File: src/rtl/tsped_pkg.sv
// ----------------------------------------------------------------------------
// tsped_pkg
// Shared types and constants for the two-switch press event decoder.
// ----------------------------------------------------------------------------
package tsped_pkg;

	localparam int unsigned TicksW = 8;
	localparam logic [TicksW-1:0] LongPressReset = 8'd10;
	localparam logic [TicksW-1:0] TicksMax = '1;

	typedef enum logic [3:0] {
		EV_NONE      = 4'd0,
		EV_PAGE_DOWN = 4'd1,
		EV_DEC_SPEED = 4'd2,
		EV_PAGE_UP   = 4'd3,
		EV_INC_SPEED = 4'd4,
		EV_NEXT      = 4'd5,
		EV_PREV      = 4'd6,
		EV_START     = 4'd7,
		EV_STOP      = 4'd8
	} event_t;

	typedef struct packed {
		logic one_down;
		logic two_down;
		logic clear_mode;
	} tick_t;

	typedef struct packed {
		event_t ev;
		logic   autoscroll;
	} result_t;

endpackage

File: src/rtl/tsped_core.sv
// ----------------------------------------------------------------------------
// tsped_core
// Switch state, press timers and event decision for one poll tick per cycle in which step is high.
// ----------------------------------------------------------------------------
module tsped_core (
	input  logic                  clk,
	input  logic                  arst_n,
	input  logic                  step,
	input  tsped_pkg::tick_t      tick,
	input  logic [7:0]            long_press_ticks,
	output tsped_pkg::result_t    result
);
	import tsped_pkg::*;

	logic              level_one_q, level_two_q;
	logic              timing_one_q, timing_two_q;
	logic [TicksW-1:0] held_one_q, held_two_q;
	logic              scroll_q;

	logic              level_one_d, level_two_d;
	logic              timing_one_d, timing_two_d;
	logic [TicksW-1:0] held_one_d, held_two_d;
	logic              scroll_d;
	event_t            ev_d;

	always_comb begin
		level_one_d  = tick.one_down;
		level_two_d  = tick.two_down;
		timing_one_d = timing_one_q;
		timing_two_d = timing_two_q;
		scroll_d     = tick.clear_mode ? 1'b0 : scroll_q;
		ev_d         = EV_NONE;

		held_one_d = held_one_q;
		if (timing_one_q && held_one_q != TicksMax) begin
			held_one_d = held_one_q + TicksW'(1);
		end
		held_two_d = held_two_q;
		if (timing_two_q && held_two_q != TicksMax) begin
			held_two_d = held_two_q + TicksW'(1);
		end

		if (tick.one_down != level_one_q) begin
			if (tick.one_down) begin
				timing_one_d = 1'b1;
				held_one_d   = '0;
			end else begin
				timing_one_d = 1'b0;
				if (held_one_d < long_press_ticks) begin
					ev_d = scroll_d ? EV_DEC_SPEED : EV_PAGE_DOWN;
				end
			end
		end

		if (tick.two_down != level_two_q) begin
			if (tick.two_down) begin
				timing_two_d = 1'b1;
				held_two_d   = '0;
			end else begin
				timing_two_d = 1'b0;
				if (held_two_d < long_press_ticks) begin
					ev_d = scroll_d ? EV_INC_SPEED : EV_PAGE_UP;
				end
			end
		end

		if (timing_one_d && held_one_d >= long_press_ticks && !tick.two_down) begin
			timing_one_d = 1'b0;
			if (!scroll_d) begin
				ev_d = EV_NEXT;
			end
		end

		if (timing_two_d && held_two_d >= long_press_ticks) begin
			timing_two_d = 1'b0;
			if (!tick.one_down) begin
				if (!scroll_d) begin
					ev_d = EV_PREV;
				end
			end else begin
				scroll_d = !scroll_d;
				ev_d     = scroll_d ? EV_START : EV_STOP;
			end
		end
	end

	always_ff @(posedge clk or negedge arst_n) begin
		if (!arst_n) begin
			level_one_q  <= 1'b0;
			level_two_q  <= 1'b0;
			timing_one_q <= 1'b0;
			timing_two_q <= 1'b0;
			held_one_q   <= '0;
			held_two_q   <= '0;
			scroll_q     <= 1'b0;
		end else if (step) begin
			level_one_q  <= level_one_d;
			level_two_q  <= level_two_d;
			timing_one_q <= timing_one_d;
			timing_two_q <= timing_two_d;
			held_one_q   <= held_one_d;
			held_two_q   <= held_two_d;
			scroll_q     <= scroll_d;
		end
	end

	assign result.ev         = ev_d;
	assign result.autoscroll = scroll_d;

endmodule

File: src/rtl/two_switch_press_event_decoder_top.sv
// ----------------------------------------------------------------------------
// two_switch_press_event_decoder_top
// Decodes sampled foot switch levels into page, section and autoscroll events.
// ----------------------------------------------------------------------------
// Each input transaction is one poll tick with the levels of both switches and
// a clear-mode strobe. Each tick yields exactly one output transaction with an
// event code, which is EV_NONE when nothing happened, and the autoscroll mode
// after that tick.
// The tick is held in an input register, decoded combinationally against the
// switch state, and the result lands in an output register, where it is valid
// until the receiver takes it. One tick can be accepted every cycle while the
// receiver keeps up, since the decode in front of the output register is
// combinational.
// When the receiver stalls, the result stays in the output register and one
// more tick waits in the input register; after that in_ready drops until the
// receiver takes the result.
// Reset clears both switch levels, the press timers and autoscroll mode, and
// sets the long-press threshold to ten ticks. The user writes the threshold
// via cfg_we and cfg_wdata while no transaction is in flight (not enforced).
// ----------------------------------------------------------------------------
module two_switch_press_event_decoder_top (
	input  logic       clk,
	input  logic       arst_n,
	input  logic       cfg_we,
	input  logic [7:0] cfg_wdata,
	input  logic       in_valid,
	output logic       in_ready,
	input  logic       switch_one_down,
	input  logic       switch_two_down,
	input  logic       clear_mode,
	output logic       out_valid,
	input  logic       out_ready,
	output logic [3:0] event_code,
	output logic       autoscroll_on
);
	import tsped_pkg::*;

	logic [TicksW-1:0] long_press_q;
	logic              valid_s1;
	tick_t             tick_s1;
	logic              res_valid_q;
	result_t           res_q;
	result_t           res_d;
	logic              advance;

	assign advance  = valid_s1 && (!res_valid_q || out_ready);
	assign in_ready = !valid_s1 || advance;

	always_ff @(posedge clk or negedge arst_n) begin
		if (!arst_n) begin
			long_press_q <= LongPressReset;
			valid_s1     <= 1'b0;
			res_valid_q  <= 1'b0;
		end else begin
			if (cfg_we) begin
				long_press_q <= cfg_wdata;
			end
			if (in_valid && in_ready) begin
				valid_s1 <= 1'b1;
			end else if (advance) begin
				valid_s1 <= 1'b0;
			end
			if (advance) begin
				res_valid_q <= 1'b1;
			end else if (out_ready) begin
				res_valid_q <= 1'b0;
			end
		end
	end

	always_ff @(posedge clk) begin
		if (in_valid && in_ready) begin
			tick_s1.one_down   <= switch_one_down;
			tick_s1.two_down   <= switch_two_down;
			tick_s1.clear_mode <= clear_mode;
		end
		if (advance) begin
			res_q <= res_d;
		end
	end

	tsped_core u_core (
		.clk              (clk),
		.arst_n           (arst_n),
		.step             (advance),
		.tick             (tick_s1),
		.long_press_ticks (long_press_q),
		.result           (res_d)
	);

	assign out_valid     = res_valid_q;
	assign event_code    = res_q.ev;
	assign autoscroll_on = res_q.autoscroll;

endmodule

File: config.mk
export PLATFORM = sky130hd
export DESIGN_NAME = two_switch_press_event_decoder_top
export DESIGN_NICKNAME = d
export VERILOG_FILES = /design/src/rtl/tsped_pkg.sv /design/src/rtl/tsped_core.sv /design/src/rtl/two_switch_press_event_decoder_top.sv
export SDC_FILE = /design/constraint.sdc
export NUM_CORES = 1
export LEC_CHECK = 0
export BUFFER_PORTS_ARGS = -buffer_cell sky130_fd_sc_hd__buf_2
export CAP_MARGIN = 30
export CORE_MARGIN = 1.5
export CORE_UTILIZATION = 60
export CTS_BUF_LIST = sky130_fd_sc_hd__clkbuf_16
export CTS_CLUSTER_SIZE = 12
export DETAILED_ROUTE_END_ITERATION = 7
export HOLD_SLACK_MARGIN = 0.03
export PLACE_DENSITY = 0.8
export SYNTH_ARGS = -nofsm -noshare
export SYNTH_HDL_FRONTEND = slang
export SYNTH_SLANG_ARGS = --single-unit
File: constraint.sdc
create_clock -name clk -period 7.6 [get_ports clk]
set_input_delay 0 -clock clk [delete_from_list [all_inputs] [get_ports clk]]
set_output_delay 0 -clock clk [all_outputs]
set_load 0.02 [all_outputs]
==> reports/metrics.csv, run 1 <==
metric;value;unit
path_clk_slew;0.06;ns
crit_buf_inv;0;
start_util;0.6316;
fill_cells;325;
worst_pin_slew;0.7217;ns
path_class;flop to flop;
drc;0;
synth_edf_count;8;
path_delay_family;compound AO/OA/AOI/OAI gates;
post-route-util;0.7354;
cts_setup_buffers;0;
drtIter0Drc;113;
ir_drop;0.1665;mV
final_common_cell;nand2_1;
hold_class;input pin to flop;
startpoint_type;flop;
post_drt_wl_per_cell;15.77;um
critical_path.endpoint;event_code[0];
place_inst;368;
nets;385;
die_w;70.93;um
die_h;70.93;um
syn_nets;349;
root_buffer;clkbuf_16;
top_layer;met4;
grt_max_degree;32;
r2r_cells;13;
grt_pass1_wl;10700;um
finalHoldViolCount;0;
synth_ff_type;dfrtp_1;
htree_num_levels;2;
startpoint;u_core.held_two_q[0];
setup_violations;0;
r2r_start;u_core.held_two_q[0];
finClkSkew;0.01037;ns
grt_usage;0.2712;
cellPowerDensity;233.6;nW/um2
total_power;0.0007533;W
drive_gt1_frac;0.1479;
io_buffer_count;22;
die_area;5031;um2
tns;0;ns
dp_hpwl;4318;um
numCtsBuffers;5;
power.leakage;1.522;nW
synth_cells;301;
clock_sinks;39;
multi_input_area;1679;um2
outcome;finished, final reports clean;
async_flop_share;0.7949;
wl_met3;206;um
synth.distinct_cells;51;
cp.depth;13;
end_kind;flop;
via_count;2284;
yosysWarnings;0;
slowest_delay;0.46;ns
core_region_area;4384;um2
firstDrtPassIters;4;
r2r-end;event_code[0];
crit_required;7.64;ns
clk_path_buf_depth;2;
rsz0062_at_grt;no;
crit_top_cell;ha_1;
antenna_found_initial;0;
cp_max_fo;7;
final.min_clock_period;3.553;ns
ys_seq_elements;39;
totalWireLength;6149;um
drv_slew;0;
post-route-period-util;0.4675;
register_area;1018;um2
rows;24;
crit_path_top_delay_cell;dfrtp_1;
viasPerCell;5.856;
met1_length;2963;um
grt_pass1_vias;2347;
cts_tree;built;
layout_common_cells;nand2_1, ha_1, dfrtp_1;
worstPathCellList;ha_1 > nand4_4 > o211ai_2 > nor2_2 > xor2_1 > a21boi_0 > ha_1 > a2111oi_0 > nand2_1 > a41oi_1 > nor2_1 > nor3_1 > a21oi_1;
grt_overflow_total;0;
ios;23;
maxSlewHeadroom;0.5189;
fin_area;3224;um2
final_cells;390;
regToRegSetupSlack;4.05;ns
arrival;3.59;ns
fmax;0.2815;GHz
avgSynthCellArea;9.199;um2
wl_met2;2900;um
area_delta_synth_final;16.45;%
drv_cap;0;
placed_area;2918;um2
n_antenna_cell;0;
synth_area;2769;um2
gp_congestion;0.8951;
ys_seq_area_frac;0.3678;
clk-insertion-delay-late;0.29;ns
antenna_left;0;
## where the power goes
part           internal [W]  leakage, nW  switching, W
registers          0.000247        0.471     0.0000360
clock network      0.000154       0.0812     0.0000838
logic              0.000105        0.970      0.000128
## routing by layer
layer | up-vias | GRT usage
li1 | 1143 | -
met2 | 49 | 0.4413
met3 | 8 | 0.04986
met5 | - | 0
met4 | 0 | 0.08805
met1 | 1084 | 0.3695
## cell families after synthesis
logic type,after synthesis,share of synthesized area
adders and majority gates,33,0.1482
muxes,11,0.04428
DFF,39,0.3678
xor gates and xnor gates,11,0.03751
AOI/OAI and AO/OA,68,0.1591
and+or+nand+nor,120,0.2174
buffers and inverters,19,0.02576
## stage by stage
step	worst slack [ns]	hold WS (ns)
final	4.047	0.07984
after global routing	3.732	0.1185
after floorplan	4.494	-0.2956
after global placement	4.281	0.09873
after detailed placement	4.069	0.1036
after CTS	4.070	0.07453
## worst min path at each step
stage / from / endpoint / slack (ns) / depth (start not counted)
detailed placement: arst_n / u_core.held_two_q[4] / 0.10 / 1
floorplan: arst_n / long_press_q[0] / -0.30 / 0
CTS: cfg_we / long_press_q[1] / 0.07 / 3
global placement: arst_n / u_core.held_two_q[4] / 0.1 / 1
finish: cfg_we / long_press_q[1] / 0.08 / 3
global route: cfg_we / long_press_q[3] / 0.12 / 3
## timing repair
item                                   4_1_cts  5_1_grt
hold buffers                                14        0
endpoints found under the hold margin       42        0
gates resized for setup                      0        0
## flip-flops by register name (all words and copies together) (netlist names), 3 cells and up
register and flops:
tick_s1 3, u_core.held_one_q 8, long_press_q 8, u_core.held_two_q 8
event_code 4
## worst register-to-register path, stage by stage (launching register included)
cell       delay (ns)
dfrtp_1          0.46
ha_1             0.27
nand4_4          0.15
o211ai_2         0.30
nor2_2           0.08
xor2_1           0.20
a21boi_0         0.23
ha_1             0.29
a2111oi_0        0.35
nand2_1          0.10
a41oi_1          0.36
nor2_1           0.18
nor3_1           0.24
a21oi_1          0.09
## cells in the mapped netlist, types with 3 or more instances
master	n	area [um2]
dfrtp_1	29	725.7
a21oi_1	15	75.07
nor2_1	18	67.56
nor2b_1	7	43.79
inv_1	11	41.29
o211ai_1	3	22.52
xnor2_1	6	52.55
o31ai_1	3	22.52
nand2_1	47	176.4
edfxtp_1	8	240.2
mux2_2	8	90.09
nand4_1	5	31.28
clkbuf_1	7	26.28
ha_1	32	400.4
xor2_1	4	35.03
and2_1	8	50.05
nand3_1	7	35.03
o21ai_0	23	115.1
nor3_1	4	20.02
a21o_1	3	22.52
nand2b_1	11	68.82
## layout make-up
type                       count  share of cell area
tap                           52             0.02018
timing repair buffer          36             0.07761
multi-input combinational    243              0.5208
clock buffer                   5             0.03880
inverter                      12             0.01397
sequential                    39              0.3159
clock inverter                 3             0.01281
Note: power is estimated with default switching activity, not from simulation.
==> inputs of run 2 (changes only) <==
--- a/config.mk
+++ b/config.mk
@@ -5,6 +5,7 @@
 export SDC_FILE = /design/constraint.sdc
 export NUM_CORES = 1
 export LEC_CHECK = 0
+export ABC_AREA = 1
 export BUFFER_PORTS_ARGS = -buffer_cell sky130_fd_sc_hd__buf_2
 export CAP_MARGIN = 30
 export CORE_MARGIN = 1.5
==> constraint.sdc (replaced) <==
create_clock -name clk -period 3.59 [get_ports clk]
set_input_delay 0 -clock clk [delete_from_list [all_inputs] [get_ports clk]]
set_output_delay 0 -clock clk [all_outputs]
set_load 0.02 [all_outputs]
==> run 2 against run 1 <==
Flip-flop and latch count unchanged; utilization is 0.57 points lower; worst hold slack got worse by 0.016 ns; critical path depth up 7; sequential power grew 120%; via count is 0.22% higher; highest routed layer unchanged; wire length is 7.1% lower; worst setup slack worse by 3.6 ns; largest power group is now combinational logic; fmax grew 12%; largest cell class unchanged.
==> reports/metrics.csv, run 2 <==
metric;value;unit;change
clock_sinks;39;;unchanged
swShare;0.3869;;+0.05742
r2r_cells;20;;+7
rows;24;;unchanged
synth_ff_type;dfrtp_1;;
drv_slew;0;;unchanged
worst_pin_slew;0.6939;ns;-0.02782 ns
area_delta_synth_final;16.76;%;
post-route-util;0.7297;;-0.005708
synth_top_area_share;0.2648;;+0.002753
die_w;70.58;um;-0.49%
synth_edf_count;8;;unchanged
clockPowerShare;0.250;;-0.065
finClkSkew;0.004235;ns;-0.006133 ns
nets;437;;+14%
p_int;0.001026;W;+100%
avgSynthCellArea;7.874;um2;-14%
final_common_cell;nand2_1;;
drv_cap;0;;unchanged
firstDrtPassIters;4;;unchanged
n_antenna_cell;0;;unchanged
end_kind;flop;;
cellPowerDensity;522.8;nW/um2;+120%
numCtsBuffers;5;;unchanged
tns;0;ns;unchanged
drive_gt1_frac;0.1333;;-0.01460
antenna_left;0;;unchanged
io_buffer_count;22;;unchanged
viasPerCell;5.179;;-12%
cts_tree;built;;
grt_max_degree;33;;+3.1%
ys_seq_elements;39;;unchanged
antenna_found_initial;0;;unchanged
worstPathCellList;ha_1 > inv_1 > nor2_1 > nand2_2 > nand2_4 > nor4_4 > nand3_2 > nor2_1 > xor2_1 > nor2_1 > ha_1 > nand2_1 > nor2_1 > nand4_1 > o2111ai_1 > nand2_1 > inv_1 > nand2_1 > nand2_1 > o211ai_1;;
reg_top3;long_press_q x8, u_core.held_one_q x8, u_core.held_two_q x8;;
fill_cells;343;;+5.5%
layout_common_cells;nand2_1, inv_1, ha_1;;
grt_pass1_vias;2081;;-11%
totalWireLength;5715;um;-7.1%
finalHoldViolCount;0;;unchanged
fmax;0.3155;GHz;+12%
outcome;finished, final reports clean;;
grt_pass1_wl;9411;um;-12%
root_buffer;clkbuf_16;;
whs_endpoint;long_press_q[3];;
crit_path_top_delay_cell;dfrtp_1;;
setup_violations;0;;unchanged
yosys-top-cells-count;nand2_1, inv_1, ha_1;;
ir_drop;0.3725;mV;+120%
syn_nets;396;;+13%
path_delay_family;simple AND/OR/NAND/NOR gates;;
htree_num_levels;2;;unchanged
p_sw;0.0006472;W;+160%
synth_cells;348;;+16%
ios;23;;unchanged
cp_max_fo;6;;-1
r2r-end;event_code[2];;
hp-start;cfg_we;;
drc;0;;unchanged
via_count;2289;;+0.22%
combPwrFrac;0.382;;+0.072
clk_path_buf_depth;2;;unchanged
synth_area;2740;um2;-1.0%
die_h;70.58;um;-0.49%
gp_congestion;0.8526;;-4.7%
drtIter0Drc;87;;-23%
yosysWarnings;0;;unchanged
start_util;0.6250;;-0.006564
synth.distinct_cells;28;;-45%
final.min_clock_period;3.169;ns;-0.3833 ns
power.leakage;1.679;nW;+10%
hold_slack;0.06427;ns;-0.01557 ns
die_area;4982;um2;-0.98%
r2r_start;u_core.held_two_q[0];;
slowest_delay;0.42;ns;-0.04 ns
seq_power_share;0.369;;-0.006
post-route-period-util;0.8828;;+0.4154
post_drt_wl_per_cell;12.93;um;-18%
grt_overflow_total;0;;unchanged
core_region_area;4384;um2;unchanged
grt_usage;0.2443;;-0.02699
dp_hpwl;4208;um;-2.6%
synth.area.top_cells;dfrtp_1, ha_1, nand2_1, edfxtp_1, inv_1;;
hold_depth;3;;unchanged
maxSlewHeadroom;0.5374;;+0.01855
hold_class;input pin to flop;;
clk-insertion-delay-late;0.28;ns;about the same
arrival;3.19;ns;-0.40 ns
synth_top_area_cell;dfrtp_1;;
crit_required;3.61;ns;-4.03 ns
cts_resized;0;;unchanged
path_class;flop to flop;;
startpoint_type;flop;;
regToRegSetupSlack;0.42;ns;-3.63 ns
ys_seq_area_frac;0.3717;;+0.003863
rsz0062_at_grt;no;;
crit_buf_inv;2;;+2
path_clk_slew;0.06;ns;about the same
async_flop_share;0.7949;;unchanged
yosysMostFrequentCell;nand2_1;;
## run 2: cell count changes after synthesis, moves of 3 or more
cell      change
o31ai_1       -3
xnor2_1       -6
nand2_1      +45
nand3_1       +5
a21o_1        -3
nand2_2       +6
clkbuf_1      -3
and2_1        -8
nand2b_1     -11
inv_1        +43
nor2_1       +10
mux2_2        -7
nor2b_1       -7
xor2_1        +7
## run 2: area by class of cell
type                       count  area, um2  share of cell area
inverter                      55      206.4             0.06453
timing repair buffer          38      267.8             0.08369
clock buffer                   5      125.1             0.03911
sequential                    39       1018              0.3183
clock inverter                 3      16.27            0.005084
multi-input combinational    250       1500              0.4689
tap                           52      65.06             0.02034
## run 2: stage by stage
step	cells	instance area, um2	setup slack (ns)	power, W
6_report	442	3199	0.4206	0.001673
5_1_grt	442	3199	0.1209	0.001805
4_1_cts	442	3199	0.4485	0.001685
3_5_place_dp	419	2908	0.4595	0.001245
3_3_place_gp	419	2908	0.6263	0.001219
2_1_floorplan	348	2740	0.7671	0.001085
## run 2: routing by layer
metal  up-vias  GRT usage  part of all wire  routed length, um
met5         -          0                 0                  0
met2        36     0.4046              0.50               2875
met4         0     0.1111             0.022                125
li1       1211          -                 -                  -
met1      1031     0.3141              0.45               2554
met3        11    0.04416             0.028                159
## run 2: power groups by stage
| stage | clock (W) | sequential (W) | combinational (W) |
|---|---|---|---|
| after CTS | 0.000429 | 0.000615 | 0.000640 |
| after floorplan | 0 | 0.000624 | 0.000461 |
| after detailed placement | 0 | 0.000622 | 0.000623 |
| after global routing | 0.000448 | 0.000626 | 0.000731 |
| after global placement | 0 | 0.000618 | 0.000601 |
| final | 0.000417 | 0.000617 | 0.000638 |
## run 2: kinds of logic after synthesis
group,after synthesis,share of synthesized area
AOI/OAI and AO/OA,49,0.09543
xor gates and xnor gates,11,0.03516
adders and majority gates,32,0.1461
buffers and inverters,59,0.08082
DFF,39,0.3717
muxes,1,0.004109
and+or+nand+nor,157,0.2667
## run 2: worst max-delay path by stage
stage	from	endpoint	slack [ns]	cells after the start
4_1_cts	u_core.held_two_q[0]	event_code[2]	0.45	20
5_1_grt	u_core.held_two_q[0]	u_core.scroll_q	0.12	22
3_3_place_gp	u_core.held_one_q[0]	event_code[0]	0.63	21
2_1_floorplan	u_core.held_two_q[0]	event_code[2]	0.77	20
6_report	u_core.held_two_q[0]	event_code[2]	0.42	20
3_5_place_dp	u_core.held_two_q[0]	event_code[2]	0.46	20
## run 2: worst min-delay path, cell delays in order
cell and delay [ns]:
buf_2 0.18, nand2_1 0.08, o21ai_0 0.07
## run 2: repair_timing
action | 4_1_cts | 5_1_grt
endpoints found under the hold margin | 42 | 0
buffers inserted | 0 | 0
hold buffers | 15 | 0
